`config.mk`:
```
export PLATFORM = sky130hd
export DESIGN_NAME = tkps_queue_cell
export DESIGN_NICKNAME = d
export VERILOG_FILES = /design/src/sv/tkps_pkg.sv /design/src/sv/tkps_queue_cell.sv
export SDC_FILE = /design/constraint.sdc
export NUM_CORES = 1
export LEC_CHECK = 0
export ABC_AREA = 0
export BUFFER_PORTS_ARGS = -buffer_cell sky130_fd_sc_hd__buf_2
export CAP_MARGIN = 20
export CORE_AREA = 3 3 73 75
export CTS_BUF_LIST = sky130_fd_sc_hd__clkbuf_4 sky130_fd_sc_hd__clkbuf_8 sky130_fd_sc_hd__clkbuf_16
export DETAILED_ROUTE_END_ITERATION = 7
export DIE_AREA = 0 0 76 78
export PLACE_DENSITY = 0.85
export SLEW_MARGIN = 20
export SYNTH_ARGS = -nofsm -noshare
export SYNTH_HDL_FRONTEND = slang
export SYNTH_SLANG_ARGS = --single-unit
```
`constraint.sdc`:
```
create_clock -name clk -period 4.05 [get_ports clk]
set_input_delay 0.405 -clock clk [delete_from_list [all_inputs] [get_ports clk]]
set_output_delay 0.405 -clock clk [all_outputs]
set_load 0.01 [all_outputs]
```
`src/sv/tkps_pkg.sv`:
```
// Shared types and codes for the top-k pair sums block.
package tkps_pkg;

    // Request codes carried in req_type.
    localparam logic [1:0] REQ_LOAD_A  = 2'd0;
    localparam logic [1:0] REQ_LOAD_B  = 2'd1;
    localparam logic [1:0] REQ_COMPUTE = 2'd2;
    localparam logic [1:0] REQ_UNUSED  = 2'd3;

    // Configuration register indexes.
    localparam logic CFG_PAIR_COUNT   = 1'b0;
    localparam logic CFG_RESULT_COUNT = 1'b1;

    localparam int VAL_W = 16;
    localparam int SUM_W = 17;
    localparam int CFG_W = 7;

    typedef struct packed {
        logic [1:0]              req_type;
        logic signed [VAL_W-1:0] item_value;
    } in_word_t;

    typedef struct packed {
        logic signed [SUM_W-1:0] pair_sum;
        logic                    last_sum;
    } out_word_t;

    // Operation applied to every cell of a sort chain at once.
    typedef enum logic [1:0] {
        SORT_HOLD,
        SORT_LOAD,
        SORT_DRAIN,
        SORT_STEP
    } sort_op_t;

    // Operation applied to every cell of the candidate queue at once.
    typedef enum logic [1:0] {
        Q_HOLD,
        Q_CLEAR,
        Q_POP,
        Q_PUSH
    } queue_op_t;

endpackage

```
`src/sv/tkps_queue_cell.sv`:
```
// One cell of the systolic candidate queue, kept sorted by sum, largest first.
module tkps_queue_cell
    import tkps_pkg::*;
#(
    parameter int IDX_W = 12
) (
    input  logic                    clk,
    input  logic                    rst_n,
    input  queue_op_t               op,
    input  logic signed [SUM_W-1:0] new_sum,
    input  logic [IDX_W-1:0]        new_idx,
    input  logic                    prev_keep,
    input  logic                    prev_valid,
    input  logic signed [SUM_W-1:0] prev_sum,
    input  logic [IDX_W-1:0]        prev_idx,
    input  logic                    next_valid,
    input  logic signed [SUM_W-1:0] next_sum,
    input  logic [IDX_W-1:0]        next_idx,
    output logic                    valid,
    output logic signed [SUM_W-1:0] sum,
    output logic [IDX_W-1:0]        idx,
    output logic                    keep
);

    logic                    valid_reg;
    logic                    valid_next;
    logic signed [SUM_W-1:0] sum_reg;
    logic signed [SUM_W-1:0] sum_next;
    logic [IDX_W-1:0]        idx_reg;
    logic [IDX_W-1:0]        idx_next;

    // A cell keeps its entry on a push when that entry ranks at or above the new one.
    assign keep = valid_reg && (sum_reg >= new_sum);

    always_comb
    begin
        valid_next = valid_reg;
        sum_next   = sum_reg;
        idx_next   = idx_reg;
        unique case (op)
            Q_HOLD:  valid_next = valid_reg;
            Q_CLEAR: valid_next = 1'b0;
            Q_POP:
            begin
                valid_next = next_valid;
                sum_next   = next_sum;
                idx_next   = next_idx;
            end
            Q_PUSH:
            begin
                if (!keep)
                begin
                    if (prev_keep)
                    begin
                        valid_next = 1'b1;
                        sum_next   = new_sum;
                        idx_next   = new_idx;
                    end
                    else
                    begin
                        valid_next = prev_valid;
                        sum_next   = prev_sum;
                        idx_next   = prev_idx;
                    end
                end
            end
            default: valid_next = valid_reg;
        endcase
    end

    always_ff @(posedge clk or negedge rst_n)
    begin
        if (!rst_n)
        begin
            valid_reg <= 1'b0;
        end
        else
        begin
            valid_reg <= valid_next;
        end
    end

    always_ff @(posedge clk)
    begin
        sum_reg <= sum_next;
        idx_reg <= idx_next;
    end

    assign valid = valid_reg;
    assign sum   = sum_reg;
    assign idx   = idx_reg;

endmodule
```
Word-level counts from Yosys, hierarchy flattened:

Index checks and enable logic that the tools add are counted.

* register bits: 30
* input port bits: 94
* logic and storage cells: 23
* output and inout bits: 31

* muxes and demuxes: 9
* magnitude comparators: 1
* equality and inequality tests: 4
* bitwise gates (word level): 1
* reduce and logical (&&, ||, !) cells: 5

Operators by type and width (count)
* 17-bit two-way mux: 2
* 17-bit one-hot mux with 2 select lines: 1
* 12-bit two-way mux: 2
* 12-bit one-hot mux with 2 select lines: 1
* 17-bit >= comparator: 1
* 2-bit == test (second input constant): 2
* 2-bit AND reduction: 2
* 1-bit one-hot mux with 3 select lines: 1
* 2-bit by 1-bit == test with 1-bit output (second input constant): 1
* 2-bit zero test: 1
* 1-bit two-way mux: 2
* 2-bit inequality test (second input constant): 1
* 2-bit nonzero test: 1
* 1-bit logical AND: 1
* 1-bit NOT: 1

Logic depth before layout (Yosys ltp):

Gate-level depths: netlist of the first run.

* depth in word-level cells: 4
* gate-level depth with buffers: 7

Worst setup path after synthesis of the first run:

OpenSTA, ideal clock, no wires.

* path type: flip-flop to flip-flop
* start point: register sum_reg[13] (netlist: sum[13])
* end point: register idx_reg[0] (netlist: idx[0]), enable pin
* required time: 3.617 ns
* arrival time: 3.004 ns
* cell stages (with the launch flop): 7
* library setup time: 0.433 ns
* clock period less this slack: 3.437 ns
* buffers on the path: 0
* setup slack: 0.613 ns
* cell sequence: edfxtp_1 > ha_1 > a21oi_1 > a21boi_0 > o31ai_1 > nand4_1 > a31oi_1

* cells in the longest elaborated chain, start to end: 4

Ends and longest elaborated chain
* start, declared: RTL line tkps_queue_cell.sv:27 `logic signed [SUM_W-1:0] sum_reg;`
* start signal, assigned: RTL line tkps_queue_cell.sv:85 `sum_reg <= sum_next;`
* 17-bit >= comparator: RTL line tkps_queue_cell.sv:33 `assign keep = valid_reg && (sum_reg >= new_sum);`
* 1-bit logical AND: RTL line tkps_queue_cell.sv:33
* 2-bit inequality test (no line)
* 2-bit AND reduction (no line)
* end signal, assigned: RTL line tkps_queue_cell.sv:86 `idx_reg <= idx_next;`
* end, declared: RTL line tkps_queue_cell.sv:29 `logic [IDX_W-1:0] idx_reg;`

No other way between the ends.
A chain may end at the register's enable or synchronous reset.

Worst setup path in the final report of the first run:

* start point: register sum_reg[4] (netlist: sum[4])
* end point: register sum_reg[14] (netlist: sum[14]), enable pin

* cells in the longest elaborated chain, start to end: 4

Ends and longest elaborated chain (RTL line)
* 17-bit >= comparator: tkps_queue_cell.sv:33
* 1-bit logical AND: tkps_queue_cell.sv:33
* 2-bit inequality test (no line)
* 2-bit AND reduction (no line)

No other way between the ends.

==> results of run 1 <==
[final timing paths]
check / from / end / slack, ps / depth (start not counted)
min: rst_n / valid / 430 / 2
max in group asynchronous: rst_n / valid / 3540 / 2
max reg2reg: sum[4] / sum[14] / 1270 / 6
min in group clk: next_idx[7] / idx[7] / 450 / 3
max: sum[4] / sum[14] / 1270 / 6
min reg2reg: valid / valid / 790 / 3
[logic make-up (layout without fill, tap and decap cells)]
logic type | Yosys count | count (layout)
simple gates | 51 | 51
mux | 29 | 29
flops | 30 | 30
compound gates | 47 | 47
buf+inv | 29 | 150
fa+ha+maj | 17 | 17
[layout by cell type (no fill, tap or decap), types with 2 or more instances in the layout]
| cell type | count |
|---|---|
| a21oi_1 | 33 |
| inv_1 | 18 |
| nor2_1 | 35 |
| o21a_1 | 2 |
| clkinv_2 | 2 |
| ha_1 | 17 |
| clkbuf_8 | 5 |
| mux2i_1 | 29 |
| buf_2 | 124 |
| nand3_1 | 4 |
| a21o_1 | 3 |
| a21boi_0 | 2 |
| nand4_1 | 3 |
| edfxtp_1 | 29 |
[layout make-up]
cell class	count	area, um2
Tap cell	67	83.8
Clock inverter	2	10.0
Timing Repair Buffer	125	631
Clock buffer	5	68.8
Sequential cell	30	896
Fill cell	404	1930
Multi-Input combinational cell	144	1030
Inverter	18	67.6
[worst reg2reg max path, stage by stage, from the launching register on]
cell	delay, ps
edfxtp_1	400
ha_1	320
a211oi_1	240
o21ai_1	110
a211oi_2	280
o21ai_0	200
a31oi_4	820
[layer usage]
layer	part of all wire, %	up-vias	track usage, %
met1	40	829	20.0
met4	0.91	2	4.89
met2	51	69	32.2
li1	-	974	-
met3	7.5	6	6.26
met5	0.14	-	0
[stage by stage]
stage	power, uW	instance area (um2)
floorplan	524	2030
global placement	617	2700
detailed placement	626	2700
CTS	855	2790
global route	899	2790
finish	842	2790
[what timing repair did]
item / 4_1_cts / 5_1_grt
hold buffers: 1 / 0
hold endpoints to repair: 1 / 0
setup endpoints to repair: 0 / 0
[report_power, final]
group	total (uW)	internal [uW]	switching, uW
Sequential	390	378	12.4
Clock	225	115	109
Combinational	227	105	122
==> results by group, run 1 <==
Placement
  – Pre-CTS WS: 1090 ps
  – Port Buffer Count: 124
  – Detail Placement HPWL: 4040 um
  – GPL Wtd Cong: 0.786
  – Placed insts: 383

Logic synthesis
  – Largest family of logic cells by synthesized area: multiplexers
  – Cells after synthesis: 203
  – Synth Warn #: 0
  – Post-synthesis mux area share: 14.3%
  – Post-synth EDFFs: 29
  – Register area share after synthesis: 44.0%
  – Count leader, synth: nor2_1
  – Synth area leader: edfxtp_1
  – Most used DFF post-synth: edfxtp_1
  – Yosys top cell area share: 42.8%
  – Xor/xnor share of the synthesized area: 0%
  – Asr flop ratio synth: 3.33%
  – Simple-Gate Fraction of Synth Area: 12.2%
  – Area of the mapped netlist: 2030 um2
  – Syn nets: 314
  – Synth top cells by count: 35 x nor2_1, 33 x a21oi_1, 29 x edfxtp_1, 29 x mux2i_1, 18 x inv_1
  – Post-Synth Adder-Cell Area: 10.5%
  – Flops & latches, synth: 30
  – Synth Area in Compound Gates: 13.2%
  – Syn Area/Cell: 10.0 um2
  – Library cells used by synthesis: 30
  – Largest cells by area after synthesis: edfxtp_1 43%, mux2i_1 14%, ha_1 10%

Clock network
  – H-tree levels: 2
  – Clock Path Buffers: 2
  – Clock tree from TritonCTS: built
  – Cts bufs inserted: 5
  – # resized after CTS: 0
  – # clock sinks: 30
  – Later-pin clock latency in the skew report: 270 ps
  – Worst-path clk slew: 70 ps
  – Post-CTS Setup Inserts: 0
  – Root Buffer: clkbuf_8

STA
  – Setup Skew: 7.34 ps
  – Min Tclk post-route: 2780 ps
  – Final TNS setup: 0 ps
  – RSZ-0062 raised after global routing: false
  – Max Fclk: 360 MHz
  – Period utilization: 68.5%
  – Slew HR: 32.8%
  – Hold slack: 426 ps
  – Worst-Margin Slew: 1010 ps
  – Max-slew violation count: 0
  – Setup violators final: 0
  – Final WS setup: 1270 ps
  – Final Hold Fails: 0

Finish
  – Final Core Density: 59.1%
  – Area Growth Syn to Fin: 37.2%
  – Final nets: 435
  – Layout cell share with drive strength beyond 1: 42.3%
  – ANT cells: 0
  – Max FFs per register: 17
  – Final Non-Filler Cells: 391

Floorplanning
  – Starting Density: 43.1%
  – Die Area: 5930 um2
  – Core ar.: 4720 um2
  – Die W: 76 um
  – Die H: 78 um
  – I/O pin cnt: 125
  – Placement row count: 25

Global route
  – Vias in the first global route: 1852
  – Largest net degree at the start of global routing: 60
  – Congestion Overflow GR: 0
  – Initial antenna violation count: 1
  – Gr usage total: 17.9%
  – First-pass GRT wire length: 8610 um

Flow run
  – Max Cap Viol: 0

Drt
  – Total number of vias: 1880
  – Routed wire per std cell: 13.2 um
  – Routed wire length: 5170 um
  – DR DRC count: 0
  – 1st-iter DRT viols: 103
  – Post-route ant nets: 0
  – Router iterations before antenna repair: 4
  – Via density: 4.81

Worst setup path
  – Slowest stage delay, CP: 820 ps
  – Worst setup path class: reg2reg
  – Buf/Inv on CP: 0
  – CP Launch Type: register
  – Worst path top cell family by delay: compound AO/OA/AOI/OAI gates
  – CP arrival: 2670 ps
  – Critical Path RT: 3940 ps
  – Critical Path Sink Type: register
  – Worst path slowest cell: a31oi_4
  – CP Cell Sequence: ha_1, a211oi_1, o21ai_1, a211oi_2, o21ai_0, a31oi_4
  – CP max FO: 29

Worst hold path
  – Worst hold path class: in2async

Power
  – Leakage: 0.00140 uW
  – Maximum vdd ir drop: 0.000203 V
  – Pwr dens: 302 nW/um2

Run status
  – Status: complete, no violations
Power figures use the tool's default switching activity.
==> run 2: changes to the inputs <==
==> constraint.sdc (replaced) <==
create_clock -name clk -period 2.8 [get_ports clk]
set_input_delay 0.28 -clock clk [delete_from_list [all_inputs] [get_ports clk]]
set_output_delay 0.28 -clock clk [all_outputs]
set_load 0.01 [all_outputs]
==> run 2 against run 1 <==
Global-route usage grew 0.47 points. Cell count up 1.0%. First-iteration DRC count increased by 3.9%. Clock skew is 1.2 ps lower. Utilization rose by 0.61 points. Largest cell class unchanged. Final area grew 1.0%. Clock power grew 49%. Critical endpoint is now keep.
==> results by group, run 2 (synthesis results as in run 1) <==
STA
  – Max-slew violation count: 0 (unchanged)
  – Setup Skew: 6.14 ps (-1.20 ps)
  – Final TNS setup: 0 ps (unchanged)
  – Worst-Margin Slew: 906 ps (-102 ps)
  – RSZ-0062 raised after global routing: false
  – Setup violators final: 0 (unchanged)
  – Max Fclk: 410 MHz
  – Hold slack: 302 ps (-124 ps)
  – Min Tclk post-route: 2440 ps
  – Slew HR: 39.6% (+6.8 points)
  – Final Hold Fails: 0 (unchanged)
  – Period utilization: 87.1%

Clock network
  – Clock tree from TritonCTS: built
  – # clock sinks: 30 (unchanged)
  – Clock Path Buffers: 2 (unchanged)
  – Worst-path clk slew: 70 ps (about the same)
  – H-tree levels: 2 (unchanged)
  – Root Buffer: clkbuf_8
  – Post-CTS Setup Inserts: 0 (unchanged)
  – Cts bufs inserted: 5 (unchanged)
  – Later-pin clock latency in the skew report: 280 ps (about the same)

Drt
  – Router iterations before antenna repair: 4 (unchanged)
  – 1st-iter DRT viols: 107 (+3.9%)
  – Routed wire per std cell: 13.4 um (+1.2%)
  – Total number of vias: 1926 (+2.4%)
  – Post-route ant nets: 0 (unchanged)
  – Routed wire length: 5290 um (+2.3%)
  – DR DRC count: 0 (unchanged)
  – Via density: 4.88 (+1.4%)

Worst setup path
  – Worst setup path class: reg2out
  – CP arrival: 2160 ps (-510 ps)
  – Reg2reg path depth: 7 (+1)
  – CP max FO: 3 (-90%)
  – Critical Path RT: 2520 ps (-1420 ps)
  – R2R Path Start: sum[4]
  – CP Launch Type: register
  – Worst r2r dst: idx[3]
  – Critical Path Sink Type: primary output
  – R2r setup slk: 440 ps (-830 ps)

Finish
  – Layout cell share with drive strength beyond 1: 42.7% (+0.40 points)
  – Final nets: 438 (+0.69%)
  – Area Growth Syn to Fin: 38.6%
  – Final Non-Filler Cells: 395 (+1.0%)
  – Max FFs per register: 17 (unchanged)
  – ANT cells: 0 (unchanged)
  – Leading cell type in the layout, fill and taps excluded: buf_2
  – Most frequent cells in the layout: 124 x buf_2, 35 x nor2_1, 33 x a21oi_1, 29 x mux2i_1, 29 x edfxtp_1

Global route
  – Vias in the first global route: 1964 (+6.0%)
  – Congestion Overflow GR: 0 (unchanged)
  – First-pass GRT wire length: 8800 um (+2.2%)
  – Initial antenna violation count: 0 (-1)
  – Largest net degree at the start of global routing: 33 (-45%)
  – Gr usage total: 18.3% (+0.47 points)

Placement
  – Placed insts: 386 (+0.78%)
  – GPL Wtd Cong: 0.748 (-4.9%)
  – Detail Placement HPWL: 4320 um (+6.9%)
  – Port Buffer Count: 124 (unchanged)

Run status
  – Status: complete, no violations

Floorplanning
  – Core ar.: 4720 um2 (unchanged)
  – I/O pin cnt: 125 (unchanged)
  – Die W: 76 um (unchanged)
  – Starting Density: 43.1% (unchanged)
  – Die Area: 5930 um2 (unchanged)
  – Die H: 78 um (unchanged)
  – Placement row count: 25 (unchanged)

Flow run
  – Max Cap Viol: 0 (unchanged)

Power
  – Maximum vdd ir drop: 0.000372 V (+83%)
  – Total power: 1240 uW (+47%)
  – Pwr dens: 438 nW/um2 (+45%)
  – Leakage: 0.00141 uW (+0.91%)

Worst hold path
  – Worst hold path class: in2async
==> run 2: cell type report <==
class                   instances  area [um2]
repair buffers                128         653
inverters                      18        67.6
fillers                       408        1900
clock buffers                   5        68.8
clock inverters                 3        16.3
multi-input cells             144        1030
flip-flops and latches         30         896
well taps                      67        83.8
==> run 2: metal layers <==
metal / part of all wire [%] / vias to the layer above / GRT usage (%)
met5: 0 / - / 0
met4: 0.55 / 0 / 4.71
met3: 7.5 / 2 / 4.87
met2: 53 / 82 / 35.2
met1: 39 / 864 / 19.9
li1: - / 978 / -
==> run 2: critical path: stages (launching register included) <==
cell,delay (ps)
edfxtp_1,400
ha_1,330
a21oi_1,170
a21boi_0,110
o31ai_1,270
nand4_1,230
o21a_1,240
buf_2,140
==> run 2: worst max-delay path by stage <==
stage	start	endpoint	slack, ps
4_1_cts	sum[13]	keep	360
6_report	sum[13]	keep	360
3_5_place_dp	new_sum[4]	idx[4]	410
3_3_place_gp	new_sum[4]	idx[4]	500
2_1_floorplan	sum[4]	idx[0]	30
5_1_grt	sum[13]	keep	230
==> run 2: stage by stage <==
stage	setup WS (ps)	area (um2)	utilization, %
3_5_place_dp	405	2730	57.7
6_report	361	2820	59.7
5_1_grt	228	2820	59.7
4_1_cts	365	2820	59.7
2_1_floorplan	29.9	2040	-
3_3_place_gp	504	2730	57.7
==> run 2: report_power, final <==
group | switching, uW | internal [uW]
sequential | 17.7 | 545
combinational | 180 | 156
clock | 167 | 170
==> run 2: what timing repair did <==
action | in CTS | in global routing
gates resized for setup | 0 | 0
hold buffers | 1 | 0
hold endpoints to repair | 1 | 0
