<file path="src/sv/tkps_pkg.sv">
// Shared types and codes for the top-k pair sums block.
package tkps_pkg;

    // Request codes carried in req_type.
    localparam logic [1:0] REQ_LOAD_A  = 2'd0;
    localparam logic [1:0] REQ_LOAD_B  = 2'd1;
    localparam logic [1:0] REQ_COMPUTE = 2'd2;
    localparam logic [1:0] REQ_UNUSED  = 2'd3;

    // Configuration register indexes.
    localparam logic CFG_PAIR_COUNT   = 1'b0;
    localparam logic CFG_RESULT_COUNT = 1'b1;

    localparam int VAL_W = 16;
    localparam int SUM_W = 17;
    localparam int CFG_W = 7;

    typedef struct packed {
        logic [1:0]              req_type;
        logic signed [VAL_W-1:0] item_value;
    } in_word_t;

    typedef struct packed {
        logic signed [SUM_W-1:0] pair_sum;
        logic                    last_sum;
    } out_word_t;

    // Operation applied to every cell of a sort chain at once.
    typedef enum logic [1:0] {
        SORT_HOLD,
        SORT_LOAD,
        SORT_DRAIN,
        SORT_STEP
    } sort_op_t;

    // Operation applied to every cell of the candidate queue at once.
    typedef enum logic [1:0] {
        Q_HOLD,
        Q_CLEAR,
        Q_POP,
        Q_PUSH
    } queue_op_t;

endpackage

</file>
<file path="src/sv/tkps_sort_cell.sv">
// One cell of an odd-even transposition sort chain.
module tkps_sort_cell
    import tkps_pkg::*;
(
    input  logic                    clk,
    input  sort_op_t                op,
    input  logic signed [VAL_W-1:0] prev_val,
    input  logic signed [VAL_W-1:0] next_val,
    input  logic                    pair_lo,
    input  logic                    pair_hi,
    output logic signed [VAL_W-1:0] val
);

    logic signed [VAL_W-1:0] val_reg;
    logic signed [VAL_W-1:0] val_next;

    // The lower cell of a pair keeps the minimum, the upper one the maximum.
    always_comb
    begin
        val_next = val_reg;
        unique case (op)
            SORT_HOLD:  val_next = val_reg;
            SORT_LOAD:  val_next = prev_val;
            SORT_DRAIN: val_next = next_val;
            SORT_STEP:
            begin
                if (pair_lo)
                begin
                    val_next = (next_val < val_reg) ? next_val : val_reg;
                end
                else if (pair_hi)
                begin
                    val_next = (prev_val > val_reg) ? prev_val : val_reg;
                end
            end
            default:    val_next = val_reg;
        endcase
    end

    always_ff @(posedge clk)
    begin
        val_reg <= val_next;
    end

    assign val = val_reg;

endmodule

</file>
<file path="config.mk">
export PLATFORM = sky130hd
export DESIGN_NAME = tkps_sort_cell
export DESIGN_NICKNAME = d
export VERILOG_FILES = /design/src/sv/tkps_pkg.sv /design/src/sv/tkps_sort_cell.sv
export SDC_FILE = /design/constraint.sdc
export NUM_CORES = 1
export LEC_CHECK = 0
export CORE_ASPECT_RATIO = 0.9
export CORE_UTILIZATION = 48
export DETAILED_ROUTE_END_ITERATION = 12
export DONT_BUFFER_PORTS = 1
export GPL_TIMING_DRIVEN = 0
export PLACE_DENSITY_LB_ADDON = 0.2
export SYNTH_ARGS = -nofsm -noshare
export SYNTH_HDL_FRONTEND = slang
export SYNTH_SLANG_ARGS = --single-unit
</file>
<file path="constraint.sdc">
create_clock -name clk -period 5.9 [get_ports clk]
set_input_delay 0.885 -clock clk [delete_from_list [all_inputs] [get_ports clk]]
set_output_delay 0.885 -clock clk [all_outputs]
set_load 0.005 [all_outputs]
</file>
* Word-level counts from Yosys, hierarchy flattened
Cells that the tools add are included.
Storage, ports and cells: flip-flop bits (word level) 16, input port bits 37
Operators by class: $lt $le $gt $ge 2, equal/unequal tests 6, multiplexer cells 5, bitwise logic cells 1, reduce and logical (&&, ||, !) cells 2
Operator list (count):
- two-way mux 16 bit | 4
- one-hot mux 16 bit (3 select lines) | 1
- > comparator 16 bit | 1
- less-than comparator 16 bit | 1
- != test 3 bit, second input constant | 3
- equality test 2 bit, second input constant | 2
- AND reduction 4 bit | 1
- equality test 2 x 1 -> 1 bit, second input constant | 1
- logical NOT 2 bit | 1
- inverter 1 bit | 1

* Longest topological paths before layout
Gate-level depths: netlist (run 1).
depth after elaboration 5, mapped depth 8, depth with buffers taken out 8

* Worst setup path before layout (run 1)
No wires, ideal clock.
path type in2reg, start input port prev_val[7], end register val_reg[0] (netlist: val[0]) (enable), data arrival time 2.534 ns, data required time 5.522 ns, setup slack 2.988 ns, cell stages on the path 7, path through ha_1 > a21oi_2 > o21ai_1 > a221o_1 > nor3_1 > xnor2_1 > o211ai_2
On the way: word-level cells in the longest chain between the ends 3
RTL lines:
- start, declared | RTL line tkps_sort_cell.sv:7 | input logic signed [VAL_W-1:0] prev_val,
- > comparator 16 bit | RTL line tkps_sort_cell.sv:33 | val_next = (prev_val > val_reg) ? prev_val : val_reg;
- != test 3 bit (no source line)
- AND reduction 4 bit (no source line)
- end signal, assigned | RTL line tkps_sort_cell.sv:42 | val_reg <= val_next;
- end, declared | RTL line tkps_sort_cell.sv:14 | logic signed [VAL_W-1:0] val_reg;
Every way passes these cells. A chain may end at the register's enable or synchronous reset.

* Final worst setup path (run 1)
start input port prev_val[5], end register val_reg[7] (netlist: val[7]) (enable)
The elaborated chain is that of the path after synthesis.

==> results by group, run 1 <==
Outcome
  • Outcome: completed

Yosys
  • Synth unique cells: 29
  • Yosys reg bits: 16
  • Ys Warns: 0
  • Cell Area, Synth: 1440 um2
  • Seq/Total Area, Yosys: between 30% and 40%
  • Syn Area/Cell: between 10 and 15 um2
  • Post-Syn Instances: ~130
  • Total nets after synthesis: around 200

Placed design
  • IO Port Bufs: 0
  • Routability cong.: around 0.78
  • Placed insts: ~170
  • DP Area: roughly 1500 um2
  • HPWL after detailed placement: between 2000 and 2500 um

Layout
  • Most common cell after layout, fill and taps aside: ha_1
  • Area Overhead vs Synth: 5.31%
  • Finished Layout Cells: between 150 and 200
  • Final net count: about 210
  • Util after Layout: between 50 and 60%
  • Share of layout cells above drive strength 1: about 16%
  • N_diodes: 0
  • Multi-input logic area: just under 900 um2
  • Final instance area: about 1500 um2
  • Largest register FFs: 16
  • Fill cell count: between 200 and 300
  • Sequential cell area: roughly 480 um2
  • Most frequent cells in the layout: 31 x ha_1, 17 x inv_1, 16 x mux2_2, 16 x edfxtp_1, 9 x a21oi_1

GRT
  • Total congestion overflow: 0
  • Initial antenna violation count: 0
  • Number of global-route vias before repair: 1046
  • Global-route wire length before repair: between 4000 and 5000 um
  • GRT Total Usage: 18.9%
  • Pin count of the biggest net entering global routing: 17

Floorplan
  • Die Span X: ~60 um
  • # rows: 18
  • Die area: roughly 3200 um2
  • Core area: 2790 um2
  • Num ports: 53
  • Initial core utilization: between 50% and 60%
  • Die H: around 54 um

STA
  • Crit share post-route: between 40% and 50%
  • Pins Over Slew Limit: 0
  • Final Hold Fails: 0
  • RSZ-0062 raised after global routing: no
  • Final setup TNS: 0 ns
  • Worst Max-Slew Pin Slew: between 0.9 and 1 ns
  • Final setup skew: slightly below 0.009 ns
  • Slew margin rel.: around 36%
  • Endpoints failing setup: 0
  • Fmax: around 340 MHz
  • Clock period minus worst slack: 2.94 ns

Clock tree
  • Worst-Skew Late Latency: about 0.3 ns
  • CTS tree: built
  • Post-cts sizing count: 0
  • CTS root buf: clkbuf_4
  • Maximum buffer depth of the clock tree: 2
  • # clock sinks: 16
  • Setup Buffers After CTS: 0
  • # H-tree levels: 1
  • Cts bufs inserted: 3
  • Hold Buf Count CTS: 0
  • Clock transition at the registers of the reported paths: roughly 0.12 ns

Setup path
  • Critical-path top delay cell: o211ai_2
  • Setup crit start kind: primary input
  • Critical Path AT: approximately 2.9 ns
  • Crit path cell chain: ha_1, a21oi_1, o21ai_1, a221o_1, nor3_1, xnor2_1, o211ai_2
  • Critical path data required time: between 5 and 6 ns
  • WS Path Type: in -> reg
  • Critical Path Max Stage Delay: about 0.75 ns
  • Crit path capture type: flip-flop
  • CP max FO: 16

Detailed routing
  • Post-route DRC: 0
  • DR pass1 iterations: 4
  • Vias: a little over 1k
  • DRT iter0 DRCs: 20
  • Final WL: ~2900 um
  • WL per Instance: roughly 16 um
  • Post-DRT Antenna Nets: 0
  • Vias per Instance: roughly 5.7

Flow run
  • Maxcap violations: 0

Power and ir drop
  • PD cells: approximately 210 nW/um2
  • Peak VDD IR: between 0.09 and 0.1 mV
  • Pleak: ~0.00067 uW

Min path
  • HP Class: in -> reg
==> cells by family (layout without fill, tap and decap cells) <==
family | Yosys count | after routing | share of synthesized area (%)
flops | 16 | 16 | 33.4
compound gates | 27 | 27 | 12.5
fa+ha+maj | 31 | 31 | 27.0
mux | 16 | 16 | 12.5
xor+xnor | 1 | 1 | 0.610
buf+inv | 18 | 22 | 4.97
simple gates | 24 | 24 | 8.97
==> final timing paths <==
kind / start / endpoint / slack [ns] / cells after the start
worst min-delay path: next_val[15] / val[15] / 0.80 / 1
worst max-delay path: prev_val[5] / val[7] / 2.96 / 7
worst min register to register: val[12] / val[10] / 1.48 / 5
worst max register to register: val[5] / val[7] / 3.08 / 8
==> cell type report <==
type / instances / area share [%]
Inverter: 17 / 4.22
Multi-Input combinational cell: 99 / 58.5
Clock inverter: 1 / 0.248
Buffer: 1 / 0.496
Tap cell: 40 / 3.31
Clock buffer: 3 / 1.49
Sequential cell: 16 / 31.8
==> per-layer routing <==
| metal | global-route usage (%) | wire length (um) | vias to the layer above |
|---|---|---|---|
| met5 | 0 | 0 | - |
| li1 | - | - | 513 |
| met1 | 23.6 | 1270 | 465 |
| met4 | 5.81 | 15 | 0 |
| met2 | 32.0 | 1390 | 28 |
| met3 | 4.81 | 224 | 2 |
==> synth_stat cells <==
master	number	share of area [%]
buf_4	1	0.52
xnor2_1	1	0.61
nand2_1	5	1.3
nand3_1	3	1.0
nand3b_1	1	0.52
nand4b_1	2	1.2
o21ai_0	3	1.0
nor2b_1	1	0.44
nor2_1	4	1.0
a21oi_1	9	3.1
nor3_1	1	0.35
a21oi_2	1	0.61
o21a_1	1	0.52
o211ai_1	1	0.52
inv_1	17	4.4
a2111oi_0	1	0.61
ha_1	31	27
o211ai_2	1	0.87
edfxtp_1	16	33
nand4_1	6	2.6
a211o_1	2	1.2
o21ai_1	2	0.70
a221o_1	1	0.70
a21o_1	2	1.0
mux2_2	16	13
a31oi_1	1	0.44
nand2b_1	1	0.44
a211oi_1	1	0.52
o31ai_1	1	0.52
==> worst max-delay path: cells and delay by family <==
kind / cells / cell delay (ns)
compound gates: 4 / 1.35
xor+xnor: 1 / 0.10
fa+ha+maj: 1 / 0.29
simple gates: 1 / 0.22
==> report_power, final <==
group,switching (uW),internal (uW)
combinational,54.4,46.8
clock,41.2,24.6
sequential,9.53,143
total,105,215
==> stage by stage <==
step	hold WS [ns]	setup slack, ns	power [uW]
floorplan	1.10	2.99	233
global placement	1.11	2.65	253
detailed placement	1.11	2.59	257
CTS	0.791	2.92	324
global route	0.788	2.77	343
finish	0.797	2.96	320
No activity file was read; power rests on OpenSTA's default activity.
==> inputs of run 2 (changes only) <==
--- a/config.mk
+++ b/config.mk
@@ -5,6 +5,7 @@
 export SDC_FILE = /design/constraint.sdc
 export NUM_CORES = 1
 export LEC_CHECK = 0
+export ABC_AREA = 1
 export CORE_ASPECT_RATIO = 0.9
 export CORE_UTILIZATION = 48
 export DETAILED_ROUTE_END_ITERATION = 12
==> constraint.sdc (replaced) <==
create_clock -name clk -period 2.4 [get_ports clk]
set_input_delay 0.36 -clock clk [delete_from_list [all_inputs] [get_ports clk]]
set_output_delay 0.36 -clock clk [all_outputs]
set_load 0.005 [all_outputs]
==> run 2 against run 1 <==
- synthesized cell count grew 32%
- sequential power up 140%
- count of clock-buffer cells in the layout did not move
- clock skew decreased by 0.0079 ns
- largest power group unchanged
==> results by group, run 2 <==
Outcome
  • Outcome: completed

Yosys
  • Total nets after synthesis: 243 (+21%)
  • Seq/Total Area, Yosys: 30.4% (-3.0 points)
  • Post-synth top cells: 41 x nand2_1, 31 x ha_1, 29 x inv_1, 16 x edfxtp_1, 13 x a21oi_1
  • Ys flop type: edfxtp_1
  • Number of flops mapped to enable cells by yosys: 16 (unchanged)
  • Cell type with the largest total area after synthesis: edfxtp_1
  • Post-Syn Instances: 175 (+32%)
  • Async SR Flop Fraction: 0% (unchanged)
  • Top-count cell post-synth: nand2_1
  • Top cells by area, synth: edfxtp_1 30%, ha_1 25%, nand2_1 9.7%
  • Syn Area/Cell: 9.02 um2 (-16%)
  • Synth unique cells: 21 (-28%)
  • Cell Area, Synth: 1580 um2 (+9.9%)
  • Area share of the largest cell type after synthesis: 30.4% (-3.0 points)
  • Yosys reg bits: 16 (unchanged)
  • Ys Warns: 0 (unchanged)

STA
  • Slew margin rel.: 84.2% (+48 points)
  • Clock period minus worst slack: 2.15 ns
  • Endpoints failing setup: 0 (unchanged)
  • Pins Over Slew Limit: 0 (unchanged)
  • Final setup skew: 0.000941 ns (-0.00788 ns)
  • Crit share post-route: between 80% and 90%
  • Fmax: between 400 and 500 MHz
  • RSZ-0062 raised after global routing: no
  • Final setup TNS: 0 ns (unchanged)
  • Worst Max-Slew Pin Slew: 0.236 ns (-0.722 ns)
  • Final hold slack: 0.270 ns (-0.527 ns)
  • Final Hold Fails: 0 (unchanged)

Setup path
  • Crit path cell chain: inv_1, ha_1, a21oi_1, o21ai_0, a21oi_1, nand2_1, nand2_1, nand3_1, nand2_1, nand2_1, nor2_4, buf_12
  • Critical path data required time: 2.41 ns (-3.42 ns)
  • Critical Path AT: 2.17 ns (-0.69 ns)
  • WS Path Type: reg -> reg
  • Critical Path Max Stage Delay: 0.44 ns (-0.31 ns)
  • Crit path capture type: flip-flop
  • CP max FO: 15 (-1)
  • Critical-path top delay cell: edfxtp_1
  • Most frequent CP cell: nand2_1
  • Setup crit start kind: flip-flop

GRT
  • GRT Total Usage: 19.5% (+0.63 points)
  • Pin count of the biggest net entering global routing: 17 (unchanged)
  • Number of global-route vias before repair: 1249 (+19%)
  • Global-route wire length before repair: 5360 um (+20%)
  • Initial antenna violation count: 0 (unchanged)
  • Total congestion overflow: 0 (unchanged)

Floorplan
  • Die H: 56.4 um (+4.7%)
  • Initial core utilization: 51.1% (-0.34 points)
  • Die Span X: 62.5 um (+4.7%)
  • Die area: 3520 um2 (+9.6%)
  • Core area: 3090 um2 (+11%)
  • # rows: 19 (+1)
  • Num ports: 53 (unchanged)

Layout
  • Largest register FFs: 16 (unchanged)
  • Finished Layout Cells: 221 (+25%)
  • Area Overhead vs Synth: 6.50%
  • N_diodes: 0 (unchanged)
  • Most common cell after layout, fill and taps aside: nand2_1
  • Multi-input logic area: 973 um2 (+10%)
  • Sequential cell area: 480 um2 (unchanged)
  • Final net count: 249 (+21%)
  • Fill cell count: 306 (+13%)
  • Util after Layout: 54.4% (+0.25 points)
  • Share of layout cells above drive strength 1: 14.0% (-2.1 points)
  • Most frequent cells in the layout: 41 x nand2_1, 31 x ha_1, 29 x inv_1

Clock tree
  • CTS root buf: clkbuf_4
  • Cts bufs inserted: 3 (unchanged)
  • Hold Buf Count CTS: 0 (unchanged)
  • # H-tree levels: 1 (unchanged)
  • CTS tree: built
  • # clock sinks: 16 (unchanged)
  • Worst-Skew Late Latency: 0.29 ns (about the same)
  • Clock transition at the registers of the reported paths: 0.10 ns (-0.02 ns)
  • Maximum buffer depth of the clock tree: 2 (unchanged)

Power and ir drop
  • Peak VDD IR: 0.305 mV (+220%)
  • Pleak: 0.000870 uW (+29%)
  • PD cells: 484 nW/um2 (+130%)

Detailed routing
  • DR pass1 iterations: 4 (unchanged)
  • Post-route DRC: 0 (unchanged)
  • Post-DRT Antenna Nets: 0 (unchanged)
  • DRT iter0 DRCs: 41 (+110%)
  • Vias: 1153 (+14%)
  • Vias per Instance: 5.22 (-8.4%)
  • WL per Instance: 14.1 um (-14%)
  • Final WL: 3120 um (+7.5%)

Placed design
  • Routability cong.: 0.786 (+1.1%)
  • IO Port Bufs: 0 (unchanged)
  • Placed insts: 217 (+25%)
  • HPWL after detailed placement: 2560 um (+6.8%)

Min path
  • HP Class: in -> reg

Flow run
  • Maxcap violations: 0 (unchanged)
[run 2: power by group]
part | leakage, uW | internal, uW | switching, uW
Sequential | 0.000160 | 350 | 24.0
Clock | 0.0000138 | 58.4 | 89.7
Combinational | 0.000696 | 134 | 157
Total | 0.000870 | 542 | 271
[run 2: per-layer routing]
| layer | GRT usage (%) | part of all wire (%) |
|---|---|---|
| met5 | 0 | 0 |
| met3 | 6.50 | 7.6 |
| met4 | 3.99 | 0.70 |
| met2 | 35.6 | 50 |
| met1 | 22.1 | 42 |
[run 2: worst max-delay path, delay by kind of cell (launching register included)]
family	cells	cell delay, ns
flip-flops	1	0.44
AND/OR/NAND/NOR	6	0.47
buffers and inverters	2	0.27
adder cells (fa/ha/maj)	1	0.27
AO/OA/AOI/OAI	3	0.42
[run 2: cell type report]
class                      instances  area share [%]
multi-input combinational        128            57.9
sequential                        16            28.6
tap                               42            3.13
timing repair buffer               1            1.19
inverter                          30            6.70
clock buffer                       3            1.34
buffer                             1            1.19
[run 2: final timing paths]
path / to / startpoint / cells past startpoint / slack, ns
hold reg to reg: val[15] / val[15] / 6 / 1.24
hold / removal: val[0] / prev_val[0] / 2 / 0.27
setup / recovery: val[4] / val[15] / 12 / 0.25
setup reg to reg: val[4] / val[15] / 12 / 0.25
[run 2: metrics by stage]
| step | area, um2 | setup slack, ns | total power (uW) |
|---|---|---|---|
| after floorplan | 1580 | 0.252 | 600 |
| after global placement | 1630 | -0.152 | 651 |
| after detailed placement | 1630 | -0.177 | 663 |
| after CTS | 1660 | 0.0661 | 814 |
| after global routing | 1680 | 0.0113 | 884 |
| final | 1680 | 0.245 | 813 |
[run 2: repair_timing]
action / 4_1_cts / 5_1_grt
cloned: 0 / 0
endpoints found under the hold margin: 0 / 0
gates resized for setup: 1 / 0
pin swaps: 0 / 1
buffers inserted: 0 / 1
endpoints found under the setup margin: 16 / 16
[run 2: kinds of logic after synthesis]
logic type                 count (synthesis)  share of synthesized area, %
adders and majority gates                 31                          24.6
AOI/OAI and AO/OA                         19                          6.50
muxes                                     15                          12.6
buffers and inverters                     31                          8.40
and+or+nand+nor                           63                          17.5
DFF                                       16                          30.4
==> inputs of run 3 (changes only) <==
--- a/config.mk
+++ b/config.mk
@@ -5,7 +5,6 @@
 export SDC_FILE = /design/constraint.sdc
 export NUM_CORES = 1
 export LEC_CHECK = 0
-export ABC_AREA = 1
 export CORE_ASPECT_RATIO = 0.9
 export CORE_UTILIZATION = 48
 export DETAILED_ROUTE_END_ITERATION = 12
==> run 3 against run 2 <==
- first-iteration DRC count fell by 59%
- die area decreased by 8.7%
- count of clock-buffer cells in the layout did not move
- sequential share of layout area up 2.2 points
- critical path depth fell by 3
- register-to-register slack worse by 0.18 ns
- global-route usage down 1.5 points
- wire length shrank 10%
- critical endpoint is now val[15]
==> results by group, run 3 (same netlist as run 1, synthesis figures left out) <==
Power and ir drop
  • Seq pwr share: 47.6% (+1.6 points)
  • Peak VDD IR: 0.422 mV (+38%)
  • Clk pwr share: 18.2% (about the same)
  • PD cells: 505 nW/um2 (+4.4%)
  • Int Pwr: 537 uW (-0.96%)
  • Psw: 251 uW (-7.1%)
  • Pleak: 0.000687 uW (-21%)
  • Combinational share of power: 34.1% (-1.7 points)
  • Net Sw Frac: 31.9% (-1.4 points)

STA
  • Fmax: 428 MHz (-7.7%)
  • Final setup TNS: 0 ns (unchanged)
  • Final Hold Fails: 0 (unchanged)
  • Setup WS post-layout: 0.0646 ns (-0.181 ns)
  • Pins Over Slew Limit: 0 (unchanged)
  • Clock period minus worst slack: 2.34 ns (+0.181 ns)
  • Endpoints failing setup: 0 (unchanged)
  • Slew margin rel.: 53.8% (-30 points)
  • Final setup skew: 0.00887 ns (+0.00793 ns)
  • Worst Max-Slew Pin Slew: 0.688 ns (+0.452 ns)
  • Crit share post-route: 97.3% (+7.5 points)

Setup path
  • Worst r2r src: val[15]
  • Critical path data required time: 2.40 ns (about the same)
  • Critical Path AT: 2.34 ns (+0.17 ns)
  • Crit path capture type: flip-flop
  • Setup crit start kind: flip-flop
  • CP max FO: 8 (-7)
  • WS Path Type: reg -> reg
  • Worst setup startpoint: val[15]

Placed design
  • Routability cong.: 0.765 (-2.6%)
  • IO Port Bufs: 0 (unchanged)
  • Dpl ws: -0.187 ns (-0.0102 ns)
  • HPWL after detailed placement: 2390 um (-6.7%)
  • DP Area: 1500 um2 (-8.5%)
  • Placed insts: 173 (-20%)

Flow run
  • Maxcap violations: 0 (unchanged)

Layout
  • Final net count: 209 (-16%)
  • Most common cell after layout, fill and taps aside: ha_1
  • Final instance area: 1560 um2 (-7.1%)
  • Util after Layout: 56.0% (+1.5 points)
  • N_diodes: 0 (unchanged)
  • Share of layout cells above drive strength 1: 21.6% (+7.6 points)
  • Most frequent cells in the layout: 31 x ha_1, 16 x mux2_2, 16 x edfxtp_1
  • Area Overhead vs Synth: 8.80%
  • Finished Layout Cells: 179 (-19%)
  • Largest register FFs: 16 (unchanged)

Clock tree
  • CTS tree: built
  • Clock transition at the registers of the reported paths: 0.10 ns (about the same)
  • Maximum buffer depth of the clock tree: 2 (unchanged)
  • Worst-Skew Late Latency: 0.29 ns (about the same)
  • # H-tree levels: 1 (unchanged)
  • CTS root buf: clkbuf_4
  • Cts bufs inserted: 3 (unchanged)
  • Hold Buf Count CTS: 0 (unchanged)
  • # clock sinks: 16 (unchanged)

Floorplan
  • Die area: 3220 um2 (-8.7%)
  • Initial core utilization: 51.4% (+0.34 points)
  • Die H: 53.9 um (-4.5%)
  • Core area: 2790 um2 (-9.6%)
  • # rows: 18 (-1)
  • Die Span X: 59.7 um (-4.5%)
  • Num ports: 53 (unchanged)

Min path
  • HP Class: in -> reg
  • Hold Startpoint: next_val[11]

GRT
  • Total congestion overflow: 0 (unchanged)
  • Initial antenna violation count: 0 (unchanged)
  • Pin count of the biggest net entering global routing: 11 (-6)
  • Number of global-route vias before repair: 1041 (-17%)
  • Global-route wire length before repair: 4200 um (-22%)
  • Busiest metal layer after global routing: met2
  • GRT Total Usage: 18.0% (-1.5 points)
  • Met2 Use GR: 32.2% (-3.3 points)
  • M3 GR Usage: 6.73% (+0.23 points)
  • Met1 GRT Util: 20.3% (-1.8 points)

Detailed routing
  • Post-route DRC: 0 (unchanged)
  • DRT iter0 DRCs: 17 (-59%)
  • Final WL: 2810 um (-10%)
  • Vias per Instance: 5.89 (+13%)
  • Post-DRT Antenna Nets: 0 (unchanged)
  • Vias: 1054 (-8.6%)
  • DR pass1 iterations: 3 (-1)
  • WL per Instance: 15.7 um (+11%)

Outcome
  • Outcome: completed
run 3: worst paths after layout:
check             to  slack [ns]  cells past startpoint
max reg2reg  val[15]        0.06                      9
min          val[11]        0.28                      1
min reg2reg  val[10]        1.29                      6
max          val[15]        0.06                      9
run 3: final cells by class:
type | instances | area [um2]
timing repair buffer | 3 | 30.0
clock buffer | 3 | 22.5
inverter | 17 | 63.8
tap | 40 | 50.0
sequential | 16 | 480
fill | 276 | 1230
multi-input combinational | 99 | 908
buffer | 1 | 7.51
run 3: metrics by stage:
stage | total power (uW) | hold WS (ns)
3_5_place_dp | 637 | 0.583
4_1_cts | 788 | 0.274
3_3_place_gp | 627 | 0.581
2_1_floorplan | 578 | 0.580
5_1_grt | 847 | 0.265
6_report | 789 | 0.281
run 3: worst max-delay path, cell delays in order (launching register included):
cell and delay [ns]:
edfxtp_1 0.42, inv_1 0.10, ha_1 0.27, nand4_1 0.18
nor2_1 0.09, a221o_1 0.33, nor3_2 0.17, xnor2_1 0.12
o211ai_4 0.21, buf_6 0.17
run 3: routing by layer:
metal	vias to the layer above	share of wire, %
met4	0	0.68
met1	498	42
met3	4	7.2
li1	520	-
met5	-	0
met2	32	50
run 3: power by group through the flow:
| stage | registers, uW | logic, uW | clock network (uW) |
|---|---|---|---|
| final | 376 | 269 | 144 |
| after global routing | 381 | 304 | 162 |
| after CTS | 376 | 260 | 151 |
| after detailed placement | 383 | 253 | 0 |
| after global placement | 382 | 245 | 0 |
| after floorplan | 376 | 202 | 0 |
run 3: what timing repair did:
action	CTS	global route
pin swaps	1	1
endpoints found under the setup margin	16	16
buffers inserted	2	1
resized for setup	0	8
